===== src/sv/top_k_light_selector_top_assert.svh =====
// Assertion macros for the light selector
`ifndef TOP_K_LIGHT_SELECTOR_TOP_ASSERT_SVH
`define TOP_K_LIGHT_SELECTOR_TOP_ASSERT_SVH

// condition that holds in the same cycle
`define TKLS_ASSERT(lbl, cond, msg) \
  lbl: assert property (@(posedge clk) disable iff (rst) (cond)) else $error(msg);

// cause implies effect in the cycle after
`define TKLS_ASSERT_NEXT(lbl, cause, effect, msg) \
  lbl: assert property (@(posedge clk) disable iff (rst) (cause) |=> (effect)) \
    else $error(msg);

`endif


===== src/sv/tkls_pkg.sv =====
`default_nettype none
package tkls_pkg;
  localparam int MAX_KEEP_DEF   = 32;
  localparam int INDEX_BITS_DEF = 8;
  localparam int KEPT_W         = 6;
  localparam int SCORE_W        = 32;
  localparam int POS_W          = 32;
  localparam int COLOR_W        = 16;
  localparam int RINV_W         = 24;
  localparam int CFG_IDX_W      = 2;
  localparam int CFG_DATA_W     = 32;
  localparam int MAXL_W         = 6;

  localparam logic [CFG_IDX_W-1:0] REG_MAX_LIGHTS = 2'd0;
  localparam logic [CFG_IDX_W-1:0] REG_ORIGIN_X   = 2'd1;
  localparam logic [CFG_IDX_W-1:0] REG_ORIGIN_Y   = 2'd2;
  localparam logic [CFG_IDX_W-1:0] REG_ORIGIN_Z   = 2'd3;

  typedef enum logic [1:0] {S_IDLE, S_PIPE, S_EMIT} state_t;

  // control from the sequencer to every cell
  typedef struct packed {
    logic ins;
    logic shift;
    logic clr;
  } cell_ctl_t;
endpackage
`default_nettype wire


===== src/sv/tkls_cell.sv =====
`default_nettype none
module tkls_cell #(
  parameter int INDEX_BITS = tkls_pkg::INDEX_BITS_DEF
) (
  input  wire logic clk,
  input  wire logic rst,
  input  wire tkls_pkg::cell_ctl_t ctl,
  input  wire logic live,
  input  wire logic [tkls_pkg::SCORE_W-1:0] new_score,
  input  wire logic [INDEX_BITS-1:0] new_index,
  input  wire logic take_left,
  input  wire logic left_valid,
  input  wire logic [tkls_pkg::SCORE_W-1:0] left_score,
  input  wire logic [INDEX_BITS-1:0] left_index,
  input  wire logic right_valid,
  input  wire logic [tkls_pkg::SCORE_W-1:0] right_score,
  input  wire logic [INDEX_BITS-1:0] right_index,
  output logic take,
  output logic mvalid,
  output logic valid,
  output logic [tkls_pkg::SCORE_W-1:0] score,
  output logic [INDEX_BITS-1:0] index
);
  import tkls_pkg::*;

  assign mvalid = valid & live;
  // new light goes before this entry only on a strictly greater score
  assign take = !mvalid || (new_score > score);

  always_ff @(posedge clk) begin
    if (rst) begin
      valid <= 1'b0;
    end else if (ctl.clr) begin
      valid <= 1'b0;
    end else if (ctl.shift) begin
      valid <= right_valid;
    end else if (ctl.ins) begin
      if (!live) begin
        valid <= 1'b0;
      end else if (take_left) begin
        valid <= left_valid;
      end else if (take) begin
        valid <= 1'b1;
      end
    end
  end

  always_ff @(posedge clk) begin
    if (ctl.shift) begin
      score <= right_score;
      index <= right_index;
    end else if (ctl.ins && live) begin
      if (take_left) begin
        score <= left_score;
        index <= left_index;
      end else if (take) begin
        score <= new_score;
        index <= new_index;
      end
    end
  end
endmodule
`default_nettype wire


===== config.mk =====
export PLATFORM = sky130hd
export DESIGN_NAME = tkls_cell
export DESIGN_NICKNAME = d
export VERILOG_FILES = /design/src/sv/top_k_light_selector_top_assert.svh /design/src/sv/tkls_pkg.sv /design/src/sv/tkls_cell.sv
export SDC_FILE = /design/constraint.sdc
export NUM_CORES = 1
export LEC_CHECK = 0
export ABC_CLOCK_PERIOD_IN_PS = 3600
export BUFFER_PORTS_ARGS = -buffer_cell sky130_fd_sc_hd__buf_2
export CAP_MARGIN = 10
export CORE_ASPECT_RATIO = 0.9
export CORE_MARGIN = 4
export CORE_UTILIZATION = 40
export CTS_CLUSTER_SIZE = 28
export DETAILED_ROUTE_END_ITERATION = 10
export GPL_TIMING_DRIVEN = 0
export PLACE_DENSITY = 0.77
export SLEW_MARGIN = 20
export SYNTH_ARGS = -nofsm -noshare
export SYNTH_HDL_FRONTEND = slang
export SYNTH_SLANG_ARGS = --single-unit

===== constraint.sdc =====
create_clock -name clk -period 3.6 [get_ports clk]
set_input_delay 0 -clock clk [delete_from_list [all_inputs] [get_ports clk]]
set_output_delay 0 -clock clk [all_outputs]
set_load 0.01 [all_outputs]

# == Yosys cells after proc, flatten, opt, wreduce, memory -nomap -nowiden ==
# Cells that the tools add are included.
# totals
wordCells,28
inputBits,129
regBits,41
# classes
n_eq_ne,1
reduce_logical,9
bitwise_logic,1
muxes,13
n_lt_le_gt_ge,1
# ops
cell,n
$mux 32,4
$gt 32x32->1,1
$mux 8,4
$mux 1,5
$ne 4x2->1 const B,1
$reduce_and 2->1,2
$reduce_bool 2->1,2
$reduce_bool 3->1,1
$reduce_or 2->1,1
$and 1x1->1,1
$logic_and 1x1->1,1
$logic_not 1->1,1
$logic_or 1x1->1,1

# == Depth between registers and ports, before layout ==
# Gate-level depths: netlist of run 1.
# logic_depth
word_depth,8
mapped_depth,7

# == Least setup slack after synthesis of run 1 ==
# OpenSTA, ideal clock, no wires.
# synth_path
kind,register -> register
startpoint,register score[31] in the netlist's numbering
endpoint,"register index[0], enable pin"
setup_ps,462
t_required_ps,3138
t_arrival_ps,3661
stages_incl_launch_ff,8
n_path_buf,0
period_less_slack_ps,4123
setup_slack_ps,-523
cell_sequence,edfxtp_1 > inv_1 > ha_1 > nand4_2 > nor4_2 > nor2b_1 > o31ai_1 > a31oi_1
# synth_between
elab_chain_len,4
# synth_lines
item,line_no,text
start: declaration,tkls_cell.sv:21,"output logic [tkls_pkg::SCORE_W-1:0] score,"
start signal: assignment,tkls_cell.sv:50,score <= right_score;
start signal: assignment,tkls_cell.sv:54,score <= left_score;
start signal: assignment,tkls_cell.sv:57,score <= new_score;
$gt 32x32->1,tkls_cell.sv:28,assign take = !mvalid || (new_score > score);
$logic_or 1x1->1,tkls_cell.sv:28,
$reduce_bool 3->1 (no line),--,
$reduce_and 2->1 (no line),--,
end signal: assignment,tkls_cell.sv:51,index <= right_index;
end signal: assignment,tkls_cell.sv:55,index <= left_index;
end signal: assignment,tkls_cell.sv:58,index <= new_index;
end: declaration,tkls_cell.sv:22,output logic [INDEX_BITS-1:0] index
# Every way passes these cells.
# A chain may end at the register's enable or synchronous reset.

# == Worst setup path in the final report of run 1 ==
# layout_path
startpoint,register score[31] in the netlist's numbering
endpoint,"register score[3] in the netlist's numbering, enable pin"
# layout_between
elab_chain_len,4
# layout_lines
item,line_no
$gt 32x32->1,tkls_cell.sv:28
$logic_or 1x1->1,tkls_cell.sv:28
$reduce_bool 3->1 (no line),--
$reduce_and 2->1 (no line),--
# Every way passes these cells.

==> summary.txt, run 1 <==
GRT Util Overall: 0.198
Detailed Route Iter0 Violations: 74
vias per std cell: 4.96
Req. time, crit path: 3.60 ns
Worst IR Drop VDD: 0.000159 V
Port Buf Inserts: 169
failing checks: hold timing
routability cong.: 0.775
minimum clock period: 2.93 ns
post-synth cell types: 34
WL/cell: 15.1 µm
commonest non-fill, non-tap cell in the layout: buf_2
RSZ-0062 raised after global routing: no
Clk Latency, worst-skew pair: 0.30 ns
critical path type: reg2reg
clk buf depth: 2
vias: 2950
Root Driver: clkbuf_8
power per cell area: 301 nW/µm²
most frequent cells in the layout: buf_2 (173), nand2_1 (45), o21ai_0 (44)
post-synthesis sequential area ratio: 0.411
Max Slew Vio Count: 0
CTS tree: built
Core Region: 7150 µm²
post-route cell area: 4300 µm²
max-slew headroom at the worst pin: 0.438
Cell Chain, Critical Path: inv_1, ha_1, nand4_2, nor4_2, nor2b_1, o31ai_1, a31oi_4, buf_16
CTS buffer count: 5
CP delay by family, top: compound AO/OA/AOI/OAI gates
Fmax: 341 MHz
Die Wd: 98.9 µm
YS warnings: 0
status: complete, but fails checks
Max Cap Viol: 0
Reg clk slew, reported paths: 0.08 ns
Layout Skew: 0.00948 ns
std cell rows: 29
Synth Register Bits: 41
largest net degree at the start of global routing: 22
Post-Syn Nets: 461
nature of the critical path endpoint: flip-flop
first-pass GRT wire length: 14.3 mm
Post-Syn Area: 2970 µm²
initial core utilization: 0.416
Slowest cell on crit path: a31oi_4
die area: 8870 µm²
clk sinks: 41
final WL: 8.97 mm
arrival time worst endpoint: 2.93 ns
Syn Inst Count: 300
vias in the first global route: 3095
initial antenna violation count: 0
Core Util, Final: 0.601
net count reported at finish: 662
Worst path max stage delay: 0.73 ns
DR pass1 iterations: 4
CP startpoint kind: flip-flop
IO Pins: 172
Resized Gates After CTS: 0
CP Buf/Inv Count: 2
layout cells sized above 1: 0.378
dpl cell area: 3980 µm²
DRC: 0
Filler cells: 630
die height: 89.8 µm
CTS HTree Levels: 2
Crit Path Max Fanout: 21
remaining antenna violation count: 0
Syn-to-layout area delta: 44.6%
GRT overflow: 0
# setup viols final: 0
Syn Area/Cell: 9.91 µm²
number of inserted diodes: 0
hold slack: -0.000543 ns
Hold Fails Final Rpt: 1
measured slew at the worst slew-check pin: 0.842 ns
Final HPWL DP: 6.98 mm
final worst-path cycle share: 0.814
Static Leakage: 2.18 nW
Min-Delay Path Class: in2reg
==> synthesized netlist by cell type, drive strengths merged <==
cell / count / share of area
a2111oi: 1 / 0.0093
a211oi: 1 / 0.0025
a21o: 3 / 0.0080
a21oi: 16 / 0.027
a221o: 1 / 0.0034
a31oi: 1 / 0.0021
and2: 1 / 0.0021
buf: 5 / 0.012
clkbuf: 9 / 0.015
dfxtp: 1 / 0.0067
edfxtp: 40 / 0.40
ha: 32 / 0.13
inv: 33 / 0.042
mux2i: 40 / 0.13
nand2: 45 / 0.057
nand2b: 1 / 0.0021
nand3: 3 / 0.0051
nand4: 8 / 0.025
nor2: 2 / 0.0025
nor2b: 2 / 0.0042
nor3: 2 / 0.0034
nor3b: 1 / 0.0025
nor4: 2 / 0.0063
o211ai: 2 / 0.0051
o21ai: 46 / 0.079
o21bai: 1 / 0.0025
o31ai: 1 / 0.0025
==> power by group <==
group	internal, mW	switching, mW
Clock	0.138	0.161
Combinational	0.191	0.204
Sequential	0.579	0.0194
==> worst min-delay path, delay by kind of cell <==
kind            cells  cell delay [ns]
compound gates      1             0.06
simple gates        1             0.04
buf+inv             1             0.08
==> layer usage <==
metal	routed length, µm	vias up	GRT usage
li1	-	1483	-
met1	3610	1318	0.223
met2	4460	136	0.362
met3	750	13	0.0557
met4	146	0	0.0512
met5	0	-	0
==> cell type report <==
type | count | area (µm²) | share of cell area
Buffer | 14 | 78.8 | 0.0183
Clock buffer | 8 | 80.1 | 0.0186
Inverter | 33 | 124 | 0.0288
Multi-Input combinational cell | 212 | 1560 | 0.364
Sequential cell | 41 | 1220 | 0.284
Tap cell | 93 | 116 | 0.0271
Timing Repair Buffer | 194 | 1110 | 0.259
==> sequential cells by signal, summed over array words and instances (netlist names) <==
register / cells
valid: 1
index: 8
score: 32
==> repair_timing <==
item / 4_1_cts / 5_1_grt
setup endpoints to repair: 0 / 0
setup buffers: 0 / 0
endpoints found under the hold margin: 23 / 0
hold buffers: 24 / 0
==> metrics by stage <==
| step | TNS (ns) | instances | setup slack, ns | hold slack, ns | total power, mW |
|---|---|---|---|---|---|
| 2_1_floorplan | 0 | 300 | 0.437 | 0.0768 | 0.814 |
| 3_3_place_gp | -17.52 | 562 | -0.440 | 0.170 | 0.967 |
| 3_5_place_dp | 0 | 563 | 0.609 | 0.172 | 0.987 |
| 4_1_cts | 0 | 595 | 0.594 | 0.00137 | 1.30 |
| 5_1_grt | 0 | 595 | 0.433 | 0.0129 | 1.37 |
| 6_report | 0 | 595 | 0.670 | -0.000543 | 1.29 |
==> worst paths after layout <==
path,start,endpoint,slack [ns],cells past startpoint
worst max-delay path,score[31],score[3],0.67,8
worst min-delay path,right_score[15],score[15],-0.0005,3
worst min register to register,valid,valid,1.22,5
worst max register to register,score[31],score[3],0.67,8
==> cell families (layout without fill, tap and decap cells) <==
group | after synthesis | count (layout) | share of synthesized area
AOI/OAI and AO/OA | 73 | 73 | 0.141
and+or+nand+nor | 67 | 67 | 0.110
buffers and inverters | 47 | 249 | 0.0682
DFF | 41 | 41 | 0.411
muxes | 40 | 40 | 0.135
adders and majority gates | 32 | 32 | 0.135
No activity file was read; power rests on OpenSTA's default activity.
==> run 2: changes to the inputs <==
- ABC_AREA: not set -> 1
- ABC_CLOCK_PERIOD_IN_PS: 3600 -> 2750
- PLACE_DENSITY: 0.77 -> 0.74
- clock period: 3.6 -> 2.75 ns (I/O delays scaled with it)
==> summary.txt, run 2 <==
mux contribution to synthesized area: 0 (-0.135)
final worst-path cycle share: 0.846 (+0.0319)
Layout Skew: 0.00589 ns (-0.00360 ns)
Die Wd: 98.7 µm (-0.14%)
clk buf depth: 2 (unchanged)
CTS HTree Levels: 2 (unchanged)
Post-CTS Hold Buffers: 2 (-92%)
Static Leakage: 2.11 nW (-3.3%)
Multi-input gate area: 1510 µm² (-3.5%)
CTS buffer count: 5 (unchanged)
clk sinks: 41 (unchanged)
Post-CTS Setup Bufs: 0 (unchanged)
Fmax: 430 MHz (+26%)
GRT Util Overall: 0.204 (+0.00647)
Final HPWL DP: 7.27 mm (+4.2%)
Largest register FFs: 32 (unchanged)
DRC: 0 (unchanged)
status: completed
GRT overflow: 0 (unchanged)
routability cong.: 0.811 (+4.6%)
Worst R2R Setup Slack: 0.42 ns (-0.25 ns)
die height: 89.6 µm (-0.14%)
Cell Chain, Critical Path: inv_1, ha_1, nand2_1, nor2_1, nand2_1, nand2_1, nand2_1, nand2_1, nand2_1, nand2_1, nand2_2, nand3_2, nand2_1, inv_2, buf_12
main combinational cell family by area after synthesis: simple AND/OR/NAND/NOR gates
most frequent cells after synthesis: a21oi_1 (95), nand2_1 (82), nor2_1 (51)
Area contributors post-synth: edfxtp_1 (41%), a21oi_1 (16%), ha_1 (14%), nand2_1 (10%), nor2_1 (6.5%)
Slowest cell on crit path: edfxtp_1
Port Buf Inserts: 169 (unchanged)
Filler cells: 701 (+11%)
std cell rows: 29 (unchanged)
arrival time worst endpoint: 2.32 ns (-0.61 ns)
Syn Area/Cell: 7.78 µm² (-21%)
DR pass1 iterations: 5 (+1)
WL/cell: 13.9 µm (-7.5%)
Most common cell on crit path: nand2_1
Synth Flop Type: edfxtp_1
hold depth: 3 (unchanged)
Syn Inst Count: 381 (+27%)
IO Pins: 172 (unchanged)
Min-Delay Path Class: in2reg
post-synthesis xor/xnor area fraction: 0 (unchanged)
EDFF count, synth: 40 (unchanged)
Worst Hold Launch: right_score[29]
Post-Syn Area: 2960 µm² (-0.29%)
critical path type: reg2reg
commonest non-fill, non-tap cell in the layout: buf_2
most frequent cells in the layout: buf_2 (170), a21oi_1 (95), nand2_1 (82)
CP Buf/Inv Count: 3 (+1)
Clk Latency, worst-skew pair: 0.29 ns (about the same)
dpl ws: 0.417 ns (-0.192 ns)
minimum clock period: 2.33 ns (-0.604 ns)
measured slew at the worst slew-check pin: 0.537 ns (-0.306 ns)
Worst Reg2Reg Path Length in Cells: 15 (+7)
Synth Area in Simple Gates: 0.198 (+0.0873)
vias in the first global route: 3240 (+4.7%)
initial antenna violation count: 0 (unchanged)
largest net degree at the start of global routing: 29 (+32%)
post-synthesis adder-cell area fraction: 0.135 (+0.000398)
CP delay by family, top: simple AND/OR/NAND/NOR gates
power per cell area: 440 nW/µm² (+46%)
complex-gate fraction of the synthesized area: 0.176 (+0.0350)
Req. time, crit path: 2.74 ns (-0.86 ns)
Worst IR Drop VDD: 0.000265 V (+67%)
FF-to-FF End: score[10]
top flop regs: score (32), index (8), valid (1)
layout cells sized above 1: 0.342 (-0.0362)
post-synthesis sequential area ratio: 0.412 (+0.00121)
initial core utilization: 0.417 (+0.000890)
number of inserted diodes: 0 (unchanged)
YS warnings: 0 (unchanged)
Storage cell area: 1220 µm² (unchanged)
net count reported at finish: 721 (+8.9%)
vias: 3218 (+9.1%)
dominant cell type by area after synthesis: edfxtp_1
RSZ-0062 raised after global routing: no
Reg clk slew, reported paths: 0.08 ns (about the same)
CP startpoint kind: flip-flop
Max Slew Vio Count: 0 (unchanged)
final WL: 9.12 mm (+1.7%)
setup TNS: 0 ns (unchanged)
asr flop ratio synth: 0 (unchanged)
Hold EP: score[29]
remaining antenna violation count: 0 (unchanged)
nature of the critical path endpoint: flip-flop
Critical R2R Launch: score[7]
Syn-to-layout area delta: 37.8%
Worst path max stage delay: 0.36 ns (-0.37 ns)
largest register by flop count: score
Hold Fails Final Rpt: 0 (-1)
CTS tree: built
post-synth cell types: 24 (-29%)
die area: 8850 µm² (-0.28%)
cell total after placement: 644 (+14%)
top-area cell type share of the netlist area: 0.405 (+0.00119)
fin worst setup slack: 0.424 ns (-0.246 ns)
Crit Path Max Fanout: 28 (+33%)
Non-Filler Instances: 654 (+9.9%)
Max Cap Viol: 0 (unchanged)
# setup viols final: 0 (unchanged)
Post-Syn Nets: 542 (+18%)
first-pass GRT wire length: 14.4 mm (+1.1%)
Core Region: 7110 µm² (-0.51%)
Resized Gates After CTS: 0 (unchanged)
max-slew headroom at the worst pin: 0.642 (+0.204)
vias per std cell: 4.92 (-0.76%)
Root Driver: clkbuf_8
Synth Register Bits: 41 (unchanged)
most common cell in the netlist: a21oi_1
Detailed Route Iter0 Violations: 93 (+26%)
==> run 2: changes by cell type after synthesis, moves of 3 or more <==
cell	previous run	this run
nand4_2	4	0
a21oi_1	16	95
nand2_1	45	82
o21ai_0	44	3
mux2i_1	40	0
buf_2	4	1
clkbuf_1	8	14
inv_1	33	40
nor2_2	0	3
nor2_1	2	51
==> run 2: cell families (layout without fill, tap and decap cells) <==
family,Yosys count,in the layout
and+or+nand+nor,145,145
AOI/OAI and AO/OA,102,102
buffers and inverters,61,241
DFF,41,41
adders and majority gates,32,32
==> run 2: worst reg2reg max path: stages, from the launching register on <==
cell      delay [ns]
edfxtp_1        0.36
inv_1           0.05
ha_1            0.28
nand2_1         0.07
nor2_1          0.16
nand2_1         0.07
nand2_1         0.07
nand2_1         0.05
nand2_1         0.07
nand2_1         0.05
nand2_1         0.07
nand2_2         0.07
nand3_2         0.08
nand2_1         0.07
inv_2           0.26
buf_12          0.25
==> run 2: stage by stage <==
| stage | instance area [µm²] | power (mW) | utilization | hold WS (ns) |
|---|---|---|---|---|
| after floorplan | 2960 | 1.07 | - | 0.120 |
| after global placement | 3930 | 1.27 | 0.552 | 0.249 |
| after detailed placement | 3950 | 1.30 | 0.555 | 0.247 |
| after CTS | 4080 | 1.81 | 0.574 | 0.0172 |
| after global routing | 4080 | 1.91 | 0.574 | 0.0226 |
| final | 4080 | 1.80 | 0.574 | 0.0288 |
==> run 2: how the worst max path moves through the flow <==
stage | start | to | slack (ns) | cells past startpoint
finish | score[7] | score[10] | 0.42 | 15
detailed placement | score[31] | score[10] | 0.42 | 13
CTS | score[31] | score[10] | 0.39 | 13
floorplan | score[23] | index[0] | 0.20 | 12
global placement | score[31] | score[19] | -0.35 | 12
global route | score[31] | score[10] | 0.17 | 13
==> run 2: routing by layer <==
metal  vias to the layer above  track usage  wire length [µm]
met5                         -            0                 0
met1                      1437        0.235              3610
li1                       1624            -                 -
met4                         0       0.0682               124
met3                        14       0.0710               942
met2                       143        0.360              4440
==> run 2: final cells by class <==
type	count	share of cell area
Timing Repair Buffer	172	0.217
Clock inverter	1	0.00736
Inverter	43	0.0395
Buffer	18	0.0178
Sequential cell	41	0.299
Multi-Input combinational cell	279	0.369
Clock buffer	7	0.0212
Tap cell	93	0.0285
==> run 2: power by group <==
group	total [mW]	switching [mW]	internal, mW
logic	0.503	0.284	0.219
clock network	0.514	0.217	0.296
registers	0.780	0.0236	0.756
